--- src/hw/rtl/assert_macros.svh ---
// Assertion macros shared by the timer table RTL.
// Define NO_ASSERTIONS to compile every assertion away.
`ifndef ASSERT_MACROS_SVH
`define ASSERT_MACROS_SVH

`ifndef NO_ASSERTIONS

// Property must hold at every rising edge outside reset.
`define PTT_ASSERT(lbl, clk, rst, prop, msg) \
   lbl: assert property (@(posedge clk) disable iff (rst) prop) else $error(msg);

// Condition must never be seen at a rising edge outside reset.
`define PTT_ASSERT_NEVER(lbl, clk, rst, expr, msg) \
   lbl: assert property (@(posedge clk) disable iff (rst) !(expr)) else $error(msg);

`else

`define PTT_ASSERT(lbl, clk, rst, prop, msg)
`define PTT_ASSERT_NEVER(lbl, clk, rst, expr, msg)

`endif

`endif

--- src/hw/rtl/ptt_pkg.sv ---
package ptt_pkg;

   // Field widths of the item and result ports.
   localparam int KIND_W     = 2;
   localparam int TASK_W     = 8;
   localparam int DATA_W     = 32;
   localparam int STATUS_W   = 2;
   localparam int SLOT_OUT_W = 3;
   localparam int ERR_W      = 8;

   // The subtract and compare unit works one bit wider than a period.
   localparam int ALU_W = DATA_W + 1;

   // At most this many fire results leave one tick.
   localparam int MAX_FIRES  = 8;
   localparam int FIRE_CNT_W = $clog2(MAX_FIRES + 1);

   // Item kinds.
   localparam logic [KIND_W-1:0] KIND_TICK   = 2'd0;
   localparam logic [KIND_W-1:0] KIND_CREATE = 2'd1;
   localparam logic [KIND_W-1:0] KIND_DELETE = 2'd2;

   // Result kinds.
   localparam logic RESULT_STATUS = 1'b0;
   localparam logic RESULT_FIRE   = 1'b1;

   // Create and delete status codes.
   localparam logic [STATUS_W-1:0] STATUS_OK          = 2'd0;
   localparam logic [STATUS_W-1:0] STATUS_ZERO_PERIOD = 2'd1;
   localparam logic [STATUS_W-1:0] STATUS_NULL_TASK   = 2'd2;
   localparam logic [STATUS_W-1:0] STATUS_TABLE_FULL  = 2'd3;

   // One slot of the table as it is held in memory.
   typedef struct packed {
      logic [DATA_W-1:0] period;
      logic [DATA_W-1:0] counter;
      logic [TASK_W-1:0] task_id;
   } slot_entry_type;

   // Operands and outcome of the subtract and compare unit.
   typedef struct packed {
      logic [ALU_W-1:0] a;
      logic [ALU_W-1:0] b;
   } alu_req_type;

   typedef struct packed {
      logic [ALU_W-1:0] diff;
      logic             ge;
   } alu_res_type;

endpackage

--- src/hw/rtl/ptt_ram.sv ---
module ptt_ram #(
   parameter int WIDTH = 72,
   parameter int DEPTH = 8
) (
   input  logic                                   clock,
   input  logic                                   wr_en,
   input  logic [((DEPTH > 1) ? $clog2(DEPTH) : 1)-1:0] wr_addr,
   input  logic [WIDTH-1:0]                       wr_data,
   input  logic [((DEPTH > 1) ? $clog2(DEPTH) : 1)-1:0] rd_addr,
   output logic [WIDTH-1:0]                       rd_data
);

   logic [WIDTH-1:0] mem_ff [DEPTH];
   logic [WIDTH-1:0] rd_data_ff;

   // One write port and one registered read port.
   always_ff @(posedge clock) begin
      if (wr_en) begin
         mem_ff[wr_addr] <= wr_data;
      end
      rd_data_ff <= mem_ff[rd_addr];
   end

   assign rd_data = rd_data_ff;

endmodule

--- src/hw/rtl/ptt_alu.sv ---
module ptt_alu
   import ptt_pkg::*;
(
   input  alu_req_type req,
   output alu_res_type res
);

   logic [ALU_W:0] wide;

   // Subtract with an extra bit so that the borrow gives the compare.
   always_comb begin
      wide     = {1'b0, req.a} - {1'b0, req.b};
      res.diff = wide[ALU_W-1:0];
      res.ge   = !wide[ALU_W];
   end

endmodule

--- src/hw/rtl/periodic_task_timer_table_core.sv ---
// Channel   Handshake              Ports
// -------   --------------------   ---------------------------------------------
// item      start / busy           req_kind, req_task_id, req_period_ms
// result    rsp_valid (one cycle)  rsp_result_kind, rsp_status, rsp_fired_slot,
//                                  rsp_fired_task, rsp_error_count, rsp_last
//
// A create keeps busy high through ST_DIV and ST_CREATE: the reciprocal product
// for the division by TICK_MS is taken as the item is accepted, ST_DIV finishes
// the quotient and ST_CREATE checks and writes the slot.
// A delete of the null task or on an empty table is answered from idle; else each
// slot examined passes ST_DEL_RD and ST_DEL_CHK, since the slot read is registered.
// A tick passes each allocated slot through ST_TICK_RD and ST_TICK_UPD, then
// ST_TICK_END; fires leave at most one per slot. A tick on an empty table is free.
// Reset is synchronous and empties the table; results cannot be stalled.
`include "assert_macros.svh"

module periodic_task_timer_table_core
   import ptt_pkg::*;
#(
   parameter int SLOTS   = 8,
   parameter int TICK_MS = 1
) (
   input  logic                  clock,
   input  logic                  reset,
   input  logic                  start,
   output logic                  busy,
   input  logic [KIND_W-1:0]     req_kind,
   input  logic [TASK_W-1:0]     req_task_id,
   input  logic [DATA_W-1:0]     req_period_ms,
   output logic                  rsp_valid,
   output logic                  rsp_result_kind,
   output logic [STATUS_W-1:0]   rsp_status,
   output logic [SLOT_OUT_W-1:0] rsp_fired_slot,
   output logic [TASK_W-1:0]     rsp_fired_task,
   output logic [ERR_W-1:0]      rsp_error_count,
   output logic                  rsp_last
);

   localparam int SLOT_W = (SLOTS > 1) ? $clog2(SLOTS) : 1;
   localparam int USED_W = $clog2(SLOTS + 1);

   // Exact division by TICK_MS: q = (x + hi(x * RECIP_LO)) >> RECIP_SHIFT, where the
   // full reciprocal is 2^DATA_W + RECIP_LO, rounded up.
   localparam int RECIP_SHIFT = $clog2(TICK_MS);
   localparam logic [2*DATA_W-1:0] RECIP_FULL =
      (((2*DATA_W)'(1) << (DATA_W + RECIP_SHIFT)) + (2*DATA_W)'(TICK_MS - 1)) /
      (2*DATA_W)'(TICK_MS);
   localparam logic [DATA_W-1:0] RECIP_LO = RECIP_FULL[DATA_W-1:0];

   // Sequencer states.
   localparam logic [2:0] ST_IDLE     = 3'd0;
   localparam logic [2:0] ST_DIV      = 3'd1;
   localparam logic [2:0] ST_CREATE   = 3'd2;
   localparam logic [2:0] ST_DEL_RD   = 3'd3;
   localparam logic [2:0] ST_DEL_CHK  = 3'd4;
   localparam logic [2:0] ST_TICK_RD  = 3'd5;
   localparam logic [2:0] ST_TICK_UPD = 3'd6;
   localparam logic [2:0] ST_TICK_END = 3'd7;

   logic [2:0]            state_ff, state_in;
   logic [TASK_W-1:0]     task_ff, task_in;
   logic [DATA_W-1:0]     quo_ff, quo_in;
   logic [DATA_W-1:0]     prod_hi_ff, prod_hi_in;
   logic [SLOT_W-1:0]     idx_ff, idx_in;
   logic [USED_W-1:0]     used_ff, used_in;
   logic [ERR_W-1:0]      rejects_ff, rejects_in;
   logic [FIRE_CNT_W-1:0] fires_ff, fires_in;
   logic                  pend_valid_ff, pend_valid_in;
   logic [SLOT_W-1:0]     pend_slot_ff, pend_slot_in;
   logic [TASK_W-1:0]     pend_task_ff, pend_task_in;

   logic                  rsp_valid_ff, rsp_valid_in;
   logic                  rsp_kind_ff, rsp_kind_in;
   logic [STATUS_W-1:0]   rsp_status_ff, rsp_status_in;
   logic [SLOT_OUT_W-1:0] rsp_slot_ff, rsp_slot_in;
   logic [TASK_W-1:0]     rsp_task_ff, rsp_task_in;
   logic [ERR_W-1:0]      rsp_err_ff, rsp_err_in;
   logic                  rsp_last_ff, rsp_last_in;

   logic                  ram_wr_en;
   logic [SLOT_W-1:0]     ram_wr_addr;
   slot_entry_type        ram_wr_data;
   slot_entry_type        entry;
   alu_req_type           alu_req;
   alu_res_type           alu_res;
   logic [ALU_W-1:0]      count_inc;
   logic [2*DATA_W-1:0]   recip_prod;
   logic [DATA_W:0]       quo_sum;
   logic [DATA_W-1:0]     quo_calc;
   logic                  last_slot;
   logic [STATUS_W-1:0]   create_status;

   // Slot table memory.
   ptt_ram #(
      .WIDTH ($bits(slot_entry_type)),
      .DEPTH (SLOTS)
   ) u_slots (
      .clock   (clock),
      .wr_en   (ram_wr_en),
      .wr_addr (ram_wr_addr),
      .wr_data (ram_wr_data),
      .rd_addr (idx_ff),
      .rd_data (entry)
   );

   // Reciprocal product of the requested period; both operands are 32 bits wide.
   assign recip_prod = (2*DATA_W)'(req_period_ms) * (2*DATA_W)'(RECIP_LO);

   // The quotient follows from the held period and the high half of the product.
   assign quo_sum  = {1'b0, quo_ff} + {1'b0, prod_hi_ff};
   assign quo_calc = DATA_W'(quo_sum >> RECIP_SHIFT);

   // Subtractor: the period compare of a slot.
   assign count_inc = {1'b0, entry.counter} + ALU_W'(1);
   assign alu_req.a = count_inc;
   assign alu_req.b = {1'b0, entry.period};

   ptt_alu u_alu (
      .req (alu_req),
      .res (alu_res)
   );

   assign last_slot = (USED_W'(idx_ff) + USED_W'(1)) == used_ff;

   // Create checks in priority order on the quotient held after division.
   always_comb begin
      priority if (quo_ff == '0) begin
         create_status = STATUS_ZERO_PERIOD;
      end else if (task_ff == '0) begin
         create_status = STATUS_NULL_TASK;
      end else if (used_ff >= USED_W'(SLOTS)) begin
         create_status = STATUS_TABLE_FULL;
      end else begin
         create_status = STATUS_OK;
      end
   end

   // Sequencer.
   always_comb begin
      state_in      = state_ff;
      task_in       = task_ff;
      quo_in        = quo_ff;
      prod_hi_in    = prod_hi_ff;
      idx_in        = idx_ff;
      used_in       = used_ff;
      rejects_in    = rejects_ff;
      fires_in      = fires_ff;
      pend_valid_in = pend_valid_ff;
      pend_slot_in  = pend_slot_ff;
      pend_task_in  = pend_task_ff;

      rsp_valid_in  = 1'b0;
      rsp_kind_in   = rsp_kind_ff;
      rsp_status_in = rsp_status_ff;
      rsp_slot_in   = rsp_slot_ff;
      rsp_task_in   = rsp_task_ff;
      rsp_err_in    = rsp_err_ff;
      rsp_last_in   = rsp_last_ff;

      ram_wr_en     = 1'b0;
      ram_wr_addr   = idx_ff;
      ram_wr_data   = entry;

      unique case (state_ff)
         ST_IDLE: begin
            fires_in      = '0;
            pend_valid_in = 1'b0;
            if (start) begin
               task_in = req_task_id;
               unique case (req_kind)
                  KIND_TICK: begin
                     idx_in = '0;
                     if (used_ff != '0) begin
                        state_in = ST_TICK_RD;
                     end
                  end
                  KIND_CREATE: begin
                     // The product is taken now; the quotient follows next cycle.
                     quo_in     = req_period_ms;
                     prod_hi_in = recip_prod[2*DATA_W-1:DATA_W];
                     state_in   = ST_DIV;
                  end
                  KIND_DELETE: begin
                     idx_in = '0;
                     if (req_task_id == '0 || used_ff == '0) begin
                        // Nothing can match: answer at once.
                        rsp_valid_in  = 1'b1;
                        rsp_kind_in   = RESULT_STATUS;
                        rsp_status_in = STATUS_OK;
                        rsp_slot_in   = '0;
                        rsp_task_in   = '0;
                        rsp_err_in    = rejects_ff;
                        rsp_last_in   = 1'b1;
                     end else begin
                        state_in = ST_DEL_RD;
                     end
                  end
                  default: begin
                     // The unused kind is dropped.
                  end
               endcase
            end
         end

         ST_DIV: begin
            // Finish the division by the tick length.
            quo_in   = quo_calc;
            state_in = ST_CREATE;
         end

         ST_CREATE: begin
            if (create_status != STATUS_OK) begin
               rejects_in = rejects_ff + ERR_W'(1);
            end else begin
               ram_wr_en           = 1'b1;
               ram_wr_addr         = SLOT_W'(used_ff);
               ram_wr_data.period  = quo_ff;
               ram_wr_data.counter = '0;
               ram_wr_data.task_id = task_ff;
               used_in             = used_ff + USED_W'(1);
            end
            rsp_valid_in  = 1'b1;
            rsp_kind_in   = RESULT_STATUS;
            rsp_status_in = create_status;
            rsp_slot_in   = '0;
            rsp_task_in   = '0;
            rsp_err_in    = (create_status != STATUS_OK) ? rejects_ff + ERR_W'(1)
                                                         : rejects_ff;
            rsp_last_in   = 1'b1;
            state_in      = ST_IDLE;
         end

         ST_DEL_RD: begin
            state_in = ST_DEL_CHK;
         end

         ST_DEL_CHK: begin
            if (entry.task_id == task_ff || last_slot) begin
               // First match is cleared; the slot keeps its period and count.
               if (entry.task_id == task_ff) begin
                  ram_wr_en           = 1'b1;
                  ram_wr_data.task_id = '0;
               end
               rsp_valid_in  = 1'b1;
               rsp_kind_in   = RESULT_STATUS;
               rsp_status_in = STATUS_OK;
               rsp_slot_in   = '0;
               rsp_task_in   = '0;
               rsp_err_in    = rejects_ff;
               rsp_last_in   = 1'b1;
               state_in      = ST_IDLE;
            end else begin
               idx_in   = idx_ff + SLOT_W'(1);
               state_in = ST_DEL_RD;
            end
         end

         ST_TICK_RD: begin
            state_in = ST_TICK_UPD;
         end

         ST_TICK_UPD: begin
            if (entry.period != '0) begin
               ram_wr_en           = 1'b1;
               ram_wr_data.counter = alu_res.ge ? '0 : count_inc[DATA_W-1:0];
               if (alu_res.ge && entry.task_id != '0 &&
                   fires_ff < FIRE_CNT_W'(MAX_FIRES)) begin
                  // Hold the newest fire back until it is known whether it ends the item.
                  if (pend_valid_ff) begin
                     rsp_valid_in  = 1'b1;
                     rsp_kind_in   = RESULT_FIRE;
                     rsp_status_in = STATUS_OK;
                     rsp_slot_in   = SLOT_OUT_W'(pend_slot_ff);
                     rsp_task_in   = pend_task_ff;
                     rsp_err_in    = rejects_ff;
                     rsp_last_in   = 1'b0;
                  end
                  pend_valid_in = 1'b1;
                  pend_slot_in  = idx_ff;
                  pend_task_in  = entry.task_id;
                  fires_in      = fires_ff + FIRE_CNT_W'(1);
               end
            end
            if (last_slot) begin
               state_in = ST_TICK_END;
            end else begin
               idx_in   = idx_ff + SLOT_W'(1);
               state_in = ST_TICK_RD;
            end
         end

         ST_TICK_END: begin
            if (pend_valid_ff) begin
               rsp_valid_in  = 1'b1;
               rsp_kind_in   = RESULT_FIRE;
               rsp_status_in = STATUS_OK;
               rsp_slot_in   = SLOT_OUT_W'(pend_slot_ff);
               rsp_task_in   = pend_task_ff;
               rsp_err_in    = rejects_ff;
               rsp_last_in   = 1'b1;
            end
            pend_valid_in = 1'b0;
            state_in      = ST_IDLE;
         end

         default: begin
            state_in = ST_IDLE;
         end
      endcase
   end

   // Control registers.
   always_ff @(posedge clock) begin
      if (reset) begin
         state_ff      <= ST_IDLE;
         used_ff       <= '0;
         rejects_ff    <= '0;
         fires_ff      <= '0;
         pend_valid_ff <= 1'b0;
         rsp_valid_ff  <= 1'b0;
      end else begin
         state_ff      <= state_in;
         used_ff       <= used_in;
         rejects_ff    <= rejects_in;
         fires_ff      <= fires_in;
         pend_valid_ff <= pend_valid_in;
         rsp_valid_ff  <= rsp_valid_in;
      end
   end

   // Payload registers.
   always_ff @(posedge clock) begin
      task_ff       <= task_in;
      quo_ff        <= quo_in;
      prod_hi_ff    <= prod_hi_in;
      idx_ff        <= idx_in;
      pend_slot_ff  <= pend_slot_in;
      pend_task_ff  <= pend_task_in;
      rsp_kind_ff   <= rsp_kind_in;
      rsp_status_ff <= rsp_status_in;
      rsp_slot_ff   <= rsp_slot_in;
      rsp_task_ff   <= rsp_task_in;
      rsp_err_ff    <= rsp_err_in;
      rsp_last_ff   <= rsp_last_in;
   end

   assign busy            = state_ff != ST_IDLE;
   assign rsp_valid       = rsp_valid_ff;
   assign rsp_result_kind = rsp_kind_ff;
   assign rsp_status      = rsp_status_ff;
   assign rsp_fired_slot  = rsp_slot_ff;
   assign rsp_fired_task  = rsp_task_ff;
   assign rsp_error_count = rsp_err_ff;
   assign rsp_last        = rsp_last_ff;

   // A status result is always the only result of its item.
   `PTT_ASSERT(a_status_is_last, clock, reset, rsp_valid && !rsp_result_kind |-> rsp_last, "status result without last")
   // The final result of an item is shown while the block is ready again.
   `PTT_ASSERT(a_last_frees_block, clock, reset, rsp_valid && rsp_last |-> !busy, "busy during final result")
   // Fire results come only from the tick walk.
   `PTT_ASSERT(a_fire_from_walk, clock, reset, rsp_valid && rsp_result_kind |-> $past(state_ff) == ST_TICK_UPD || $past(state_ff) == ST_TICK_END, "fire result outside a tick")
   // The fire cap and the allocation count stay in range.
   `PTT_ASSERT_NEVER(a_fire_cap, clock, reset, fires_ff > FIRE_CNT_W'(MAX_FIRES), "too many fires in one tick")
   `PTT_ASSERT_NEVER(a_used_bound, clock, reset, used_ff > USED_W'(SLOTS), "slot count beyond table size")

endmodule

--- config.mk ---
export PLATFORM = sky130hd
export DESIGN_NAME = periodic_task_timer_table_core
export DESIGN_NICKNAME = d
export VERILOG_FILES = /design/src/hw/rtl/ptt_pkg.sv /design/src/hw/rtl/ptt_ram.sv /design/src/hw/rtl/ptt_alu.sv /design/src/hw/rtl/periodic_task_timer_table_core.sv
export VERILOG_INCLUDE_DIRS = /design/src /design/src/hw/rtl
export SDC_FILE = /design/constraint.sdc
export NUM_CORES = 1
export LEC_CHECK = 0
export BUFFER_PORTS_ARGS = -buffer_cell sky130_fd_sc_hd__buf_2
export CORE_UTILIZATION = 40
export DETAILED_ROUTE_END_ITERATION = 16
export GPL_TIMING_DRIVEN = 0
export MAX_ROUTING_LAYER = met4
export PLACE_DENSITY = 0.67
export SETUP_SLACK_MARGIN = 0.15
export SLEW_MARGIN = 20
export SYNTH_ARGS = -nofsm -noshare
export SYNTH_HDL_FRONTEND = slang
export SYNTH_SLANG_ARGS = --single-unit
--- constraint.sdc ---
create_clock -name clock -period 5.1 [get_ports clock]
set_input_delay 1.02 -clock clock [delete_from_list [all_inputs] [get_ports clock]]
set_output_delay 1.02 -clock clock [all_outputs]
set_load 0.005 [all_outputs]
; Yosys cells after proc, flatten, opt, wreduce, memory -nomap -nowiden
; Memory sizes are Yosys's and may differ from the RTL's. A register that Yosys moved wholly into a read port is not among the register bits.
; Index checks and enable logic that the tools add are counted.
[totals]
ram_bits = 576
reg_bits = 98
memories = 1
elab_cells = 188
input_bits = 45
out_inout_bits = 25
[mem_list]
columns = name, words, width, rd, rd_clocked_by_memory_dff, wr, line_no
row1 = u_slots.mem_ff, 8, 72, 1, 1, 1, ptt_ram.sv:13  ; logic [WIDTH-1:0] mem_ff [DEPTH];
[classes]
addsub = 7
muxes = 99
bitwise = 2
order_cmp = 2
eq_ne = 26
reduce_logical = 34
[ops]
columns = cell, n
row1 = two-way mux 32 bit, 6
row2 = two-way mux 8 bit, 17
row3 = one-hot mux 8 bit (5 select lines), 2
row4 = two-way mux 72 bit, 1
row5 = one-hot mux 32 bit (2 select lines), 1
row6 = two-way mux 3 bit, 16
row7 = subtractor 33 x 32 -> 34 bit, 1
row8 = adder 32 x 1 -> 33 bit (second input constant), 1
row9 = logical NOT 32 bit, 1
row10 = nonzero test 32 bit, 1
row11 = two-way mux 1 bit, 30
row12 = two-way mux 2 bit, 12
row13 = one-hot mux 3 bit (7 select lines), 1
row14 = inequality test 2 bit (second input constant), 10
row15 = one-hot mux 3 bit (3 select lines), 2
row16 = logical NOT 8 bit, 2
row17 = one-hot mux 8 bit (2 select lines), 1
row18 = one-hot mux 1 bit (5 select lines), 3
row19 = one-hot mux 3 bit (5 select lines), 1
row20 = equality test 3 bit (second input constant), 4
row21 = one-hot mux 2 bit (5 select lines), 1
row22 = AND reduction 3 bit, 3
row23 = AND reduction 9 bit, 1
row24 = adder 4 x 1 -> 4 bit (second input constant), 2
row25 = other kinds (35), 50

; Longest topological paths before layout
[logic_depth]
ltp_word = 9
depth_mapped = 18

; Cells and area by module
; From an unflattened synthesis, not the netlist that was laid out.
[unflattened]
cells_unflattened = 1766
hier_area_um2 = 31181.2
[modules_own_cells]
columns = mod, seq_area_each_um2, cells_per_inst, n_inst, area_per_inst_um2
row1 = ptt_ram, 18738.0, 917, 1, 23368.7
row2 = periodic_task_timer_table_core, 2732.6, 538, 1, 5759.3
row3 = ptt_alu, 0.0, 311, 1, 2053.2

; Least setup slack after synthesis
; No wires, ideal clock.
[synth_timing]
path_type = register to register
startpoint = reg idx_ff[0]
endpoint = mem u_slots.mem_ff[1][0] (enable)
path_slack_ns = -0.188
setup_ns = 0.503
period_less_slack_ns = 5.288
path_stages_with_launch = 7
required_ns = 4.597
arrival_ns = 4.785
cell_sequence = edfxtp_1 clkbuf_1 buf_2 buf_1 mux2i_1 or2_2 nor2_1
[synth_between]
elab_chain_len = 7
word_cells_on_any_way = 9
[synth_lines]
columns = element, line_no
row1 = start: declaration, periodic_task_timer_table_core.sv:64  ; logic [SLOT_W-1:0] idx_ff, idx_in;
row2 = start signal: assignment, periodic_task_timer_table_core.sv:336  ; idx_ff <= idx_in;
row3 = adder 3 x 1 -> 4 bit, periodic_task_timer_table_core.sv:123  ; assign last_slot = (USED_W'(idx_ff) + USED_W'(1)) == used_ff;
row4 = equality test 4 bit, periodic_task_timer_table_core.sv:123
row5 = logical OR 1 bit, periodic_task_timer_table_core.sv:238  ; if (entry.task_id == task_ff || last_slot) begin
row6 = two-way mux 1 bit, periodic_task_timer_table_core.sv:238
row7 = one-hot mux 1 bit (3 select lines), periodic_task_timer_table_core.sv:164  ; unique case (state_ff)
row8 = two-way mux 1 bit, ptt_ram.sv:18  ; if (wr_en) begin
row9 = two-way mux 1 bit (not written as such), ptt_ram.sv:19  ; mem_ff[wr_addr] <= wr_data;
row10 = end: declaration, ptt_ram.sv:13
; Parallel ways exist; a longest one is shown, timed or not.

==> flow_summary_export.csv <==
group,metric,value,unit
outcome,outcome,"completed",
layout,post-route-util,0.473,
drt,routed_wl,66.6,mm
floorplanning,initial_utilization,0.404,
power,power_density,577,nW/um^2
critical_path,arrival,5.17,ns
floorplanning,io_pins,70,
critical_path,reg2reg_from,"u_slots.rd_data[15]",
power,clkPwrFrac,0.275,
sta,finalHoldViolCount,0,
synthesis,yosysUniqueCellTypes,61,
worst_hold_path,holdCritStartpoint,"idx_ff[2]",
layout,final_layout_size_suffix_gt1_frac,0.273,
power,p_switching,6160,uW
floorplanning,die_x,273,microns
sta,worstMarginPinSlew,1.08,ns
power,p_sw_frac,0.309,
flow_run,max_cap_violations,0,
synthesis,avgSynthCellArea,18.3,sq um
cts,cts_tree,"yes",
sta,fin_tns_setup,0,ns
power,p_int,13800,uW
placed_design,place_hpwl,44.8,mm
drt,drt_iter0_drc,1550,
global_route,grt_pass1_vias,15700,
drt,num_vias,15700,
global_route,grt_overflow,0,
placed_design,gp_congestion,0.896,
floorplanning,die-area,74800,sq um
critical_path,worstRegToRegCells,15,
sta,fin_ws,0.329,ns
synthesis,yosys_warnings,0,
sta,post-route-period-util,0.936,
synthesis,synth-edff-count,653,
critical_path,rrSetupSlack,0.33,ns
worst_hold_path,hold_end,"pend_slot_ff[2]",
placed_design,port_buffers,69,
critical_path,cp-start-kind,"register",
critical_path,reg2reg_to,"u_slots.mem_ff[2][35]",
drt,first_pass_iters,5,
sta,rsz0062_at_grt,"false",
power,ir_drop,0.000327,V
cts,numCtsBuffers,75,
sta,fin_skew,0.0210,ns
floorplanning,die_h,273,microns
layout,area_growth,17.1,%
sta,setup_viol,0,
cts,clock_path_buffers,3,
power,seqPwrFrac,0.450,
drt,via_per_inst,5.56,
critical_path,required,5.50,ns
drt,wl_met3,4.18,mm
drt,drt-wirelength-per-cell,23.7,microns
drt,drt-met1-wl,28.2,mm
synthesis,netlist_instances,1610,
global_route,antenna_found_initial,0,
power,combPwrFrac,0.275,
synthesis,ys_ff_latch,746,
worst_hold_path,min_path_cells,0,
sta,max_freq,0.210,GHz
cts,clock_latency,0.61,ns
sta,finalWorstPathRequiredPeriod,4.77,ns
critical_path,crit_path_end_kind,"register",
drt,drtAntennaViolNets,0,
synthesis,mappedNetlistArea,29500,sq um
layout,nNetsFinal,1877,
worst_hold_path,hp-class,"reg2reg",
drt,highest_layer,"met4",
cts,cts.reportedPaths.clkPinSlew,0.06,ns
drt,met2WireLength,32.4,mm
global_route,grt_max_degree,32,
synthesis,synthArstFlopShare,0,
global_route,grt_usage,0.186,
floorplanning,core,73000,sq um
cts,cts_sinks,746,
synthesis,syn_nets,1695,
cts,cts-hold-fix-buffers,0,
sta,relSlewSlack,0.270,
critical_path,crit_fanout,10,
layout,antenna_cells,0,
sta,drv_slew,0,
global_route,grt_pass1_wl,99.2,mm
placed_design,pre_cts_ws,-0.398,ns
power,power_leakage,0.0114,uW
layout,layout_common_cells,"edfxtp_1 (653), mux4_2 (144), nand2_1 (90)",
synthesis,seq_area_frac_synth,0.729,
cts,cts_htree_levels,3,
drt,drc,0,
synthesis,synth_flop_cell,"edfxtp_1",
floorplanning,rows,99,
critical_path,worstSetupPathType,"reg2reg",
layout,layout_commonest_cell,"edfxtp_1",
cts,cts_root_buffer,"clkbuf_16",
layout make-up:
class | instances | area (sq um)
flip-flops and latches | 746 | 21500
inverters | 45 | 169
repair buffers | 105 | 1180
fillers | 5949 | 38400
clock inverters | 40 | 405
clock buffers | 99 | 2070
well taps | 959 | 1200
plain buffers | 71 | 299
multi-input cells | 748 | 7720
logic make-up (layout without fill, tap and decap cells):
family | count (synthesis) | count (layout) | synth area share
xor gates and xnor gates | 46 | 46 | 0.0137
buffers and inverters | 116 | 360 | 0.0156
AOI/OAI and AO/OA | 148 | 148 | 0.0326
and+or+nand+nor | 282 | 282 | 0.0495
adders and majority gates | 40 | 40 | 0.0170
muxes | 232 | 232 | 0.143
DFF | 746 | 746 | 0.729
routing by layer:
layer,global-route usage,vias to the layer above
met1,0.244,8158
met3,0.0265,97
met5,-,-
met4,0.0640,0
met2,0.297,596
li1,-,6803
state kept, by name, summed over array words and instances (netlist names), 8 cells and up:
signal and flops:
rsp_fired_task 8, u_slots.rd_data 72, u_slots.mem_ff 576, pend_task_ff 8, task_ff 8, rsp_error_count 8
rejects_ff 8, quo_ff 32
power groups by stage:
stage | logic [uW] | registers (uW) | clock network [uW]
2_1_floorplan | 3540 | 8890 | 0
3_3_place_gp | 5000 | 9100 | 0
3_5_place_dp | 5360 | 9060 | 0
4_1_cts | 5450 | 8950 | 5560
5_1_grt | 5940 | 9040 | 5790
6_report | 5480 | 8970 | 5470
how the worst max path moves through the flow:
| stage | start | endpoint | slack, ns | cells after the start |
|---|---|---|---|---|
| 2_1_floorplan | idx_ff[0] | u_slots.mem_ff[1][0] | -0.19 | 6 |
| 3_3_place_gp | quo_ff[31] | u_slots.mem_ff[4][24] | -4.28 | 8 |
| 3_5_place_dp | u_slots.rd_data[15] | u_slots.mem_ff[5][31] | -0.40 | 15 |
| 4_1_cts | u_slots.rd_data[16] | u_slots.mem_ff[7][23] | 0.16 | 15 |
| 5_1_grt | u_slots.rd_data[17] | u_slots.mem_ff[4][30] | 0.18 | 16 |
| 6_report | u_slots.rd_data[15] | u_slots.mem_ff[2][35] | 0.33 | 15 |
worst max-delay path, cell delays in order (launching register included):
cell      delay, ns
dfxtp_2        0.43
and4_1         0.26
nand4_1        0.19
or3_4          0.41
or2_1          0.27
or3_1          0.34
nand2_1        0.13
ha_1           0.24
and2_0         0.16
a221o_1        0.31
a211o_1        0.32
a311oi_4       0.43
and3_4         0.30
buf_4          0.18
buf_2          0.26
a22o_1         0.34
stage by stage:
step                total power, uW  instance area (sq um)  cells  hold slack, ns
finish                        19900                  34500   2813           0.471
global route                  20800                  34500   2813           0.490
CTS                           20000                  34400   2810           0.470
detailed placement            14400                  31900   2671           0.462
global placement              14100                  31000   2638           0.460
floorplan                     12400                  29500   1610           0.424
cell usage after synthesis (all sizes together) (5+ instances only):
library cell | instances | area share
xnor2 | 23 | 0.0068
a21oi | 33 | 0.0056
or3 | 6 | 0.0013
or4 | 5 | 0.0014
mux4 | 144 | 0.11
dfxtp | 93 | 0.063
o21a | 5 | 0.0013
nor2 | 54 | 0.0070
nand2b | 7 | 0.0015
nand3b | 9 | 0.0023
and2 | 6 | 0.0013
nor3 | 8 | 0.0014
nand2 | 91 | 0.012
buf | 30 | 0.0046
nor2b | 10 | 0.0021
inv | 45 | 0.0057
a21o | 11 | 0.0028
o21ai | 44 | 0.0075
edfxtp | 653 | 0.67
a22o | 19 | 0.0056
nor4 | 26 | 0.0060
and3 | 11 | 0.0023
nand3 | 12 | 0.0022
xor2 | 23 | 0.0068
clkbuf | 41 | 0.0052
mux2 | 74 | 0.028
ha | 40 | 0.017
mux2i | 14 | 0.0048
and4 | 10 | 0.0030
a31oi | 10 | 0.0021
nand4 | 18 | 0.0038
timing repair:
action,4_1_cts,5_1_grt
resized for setup,18,15
setup buffers,0,3
endpoints found under the hold margin,0,0
setup endpoints to repair,228,258
cloned,0,0
pin swaps,1,2
(Power assumes the default switching activity.)
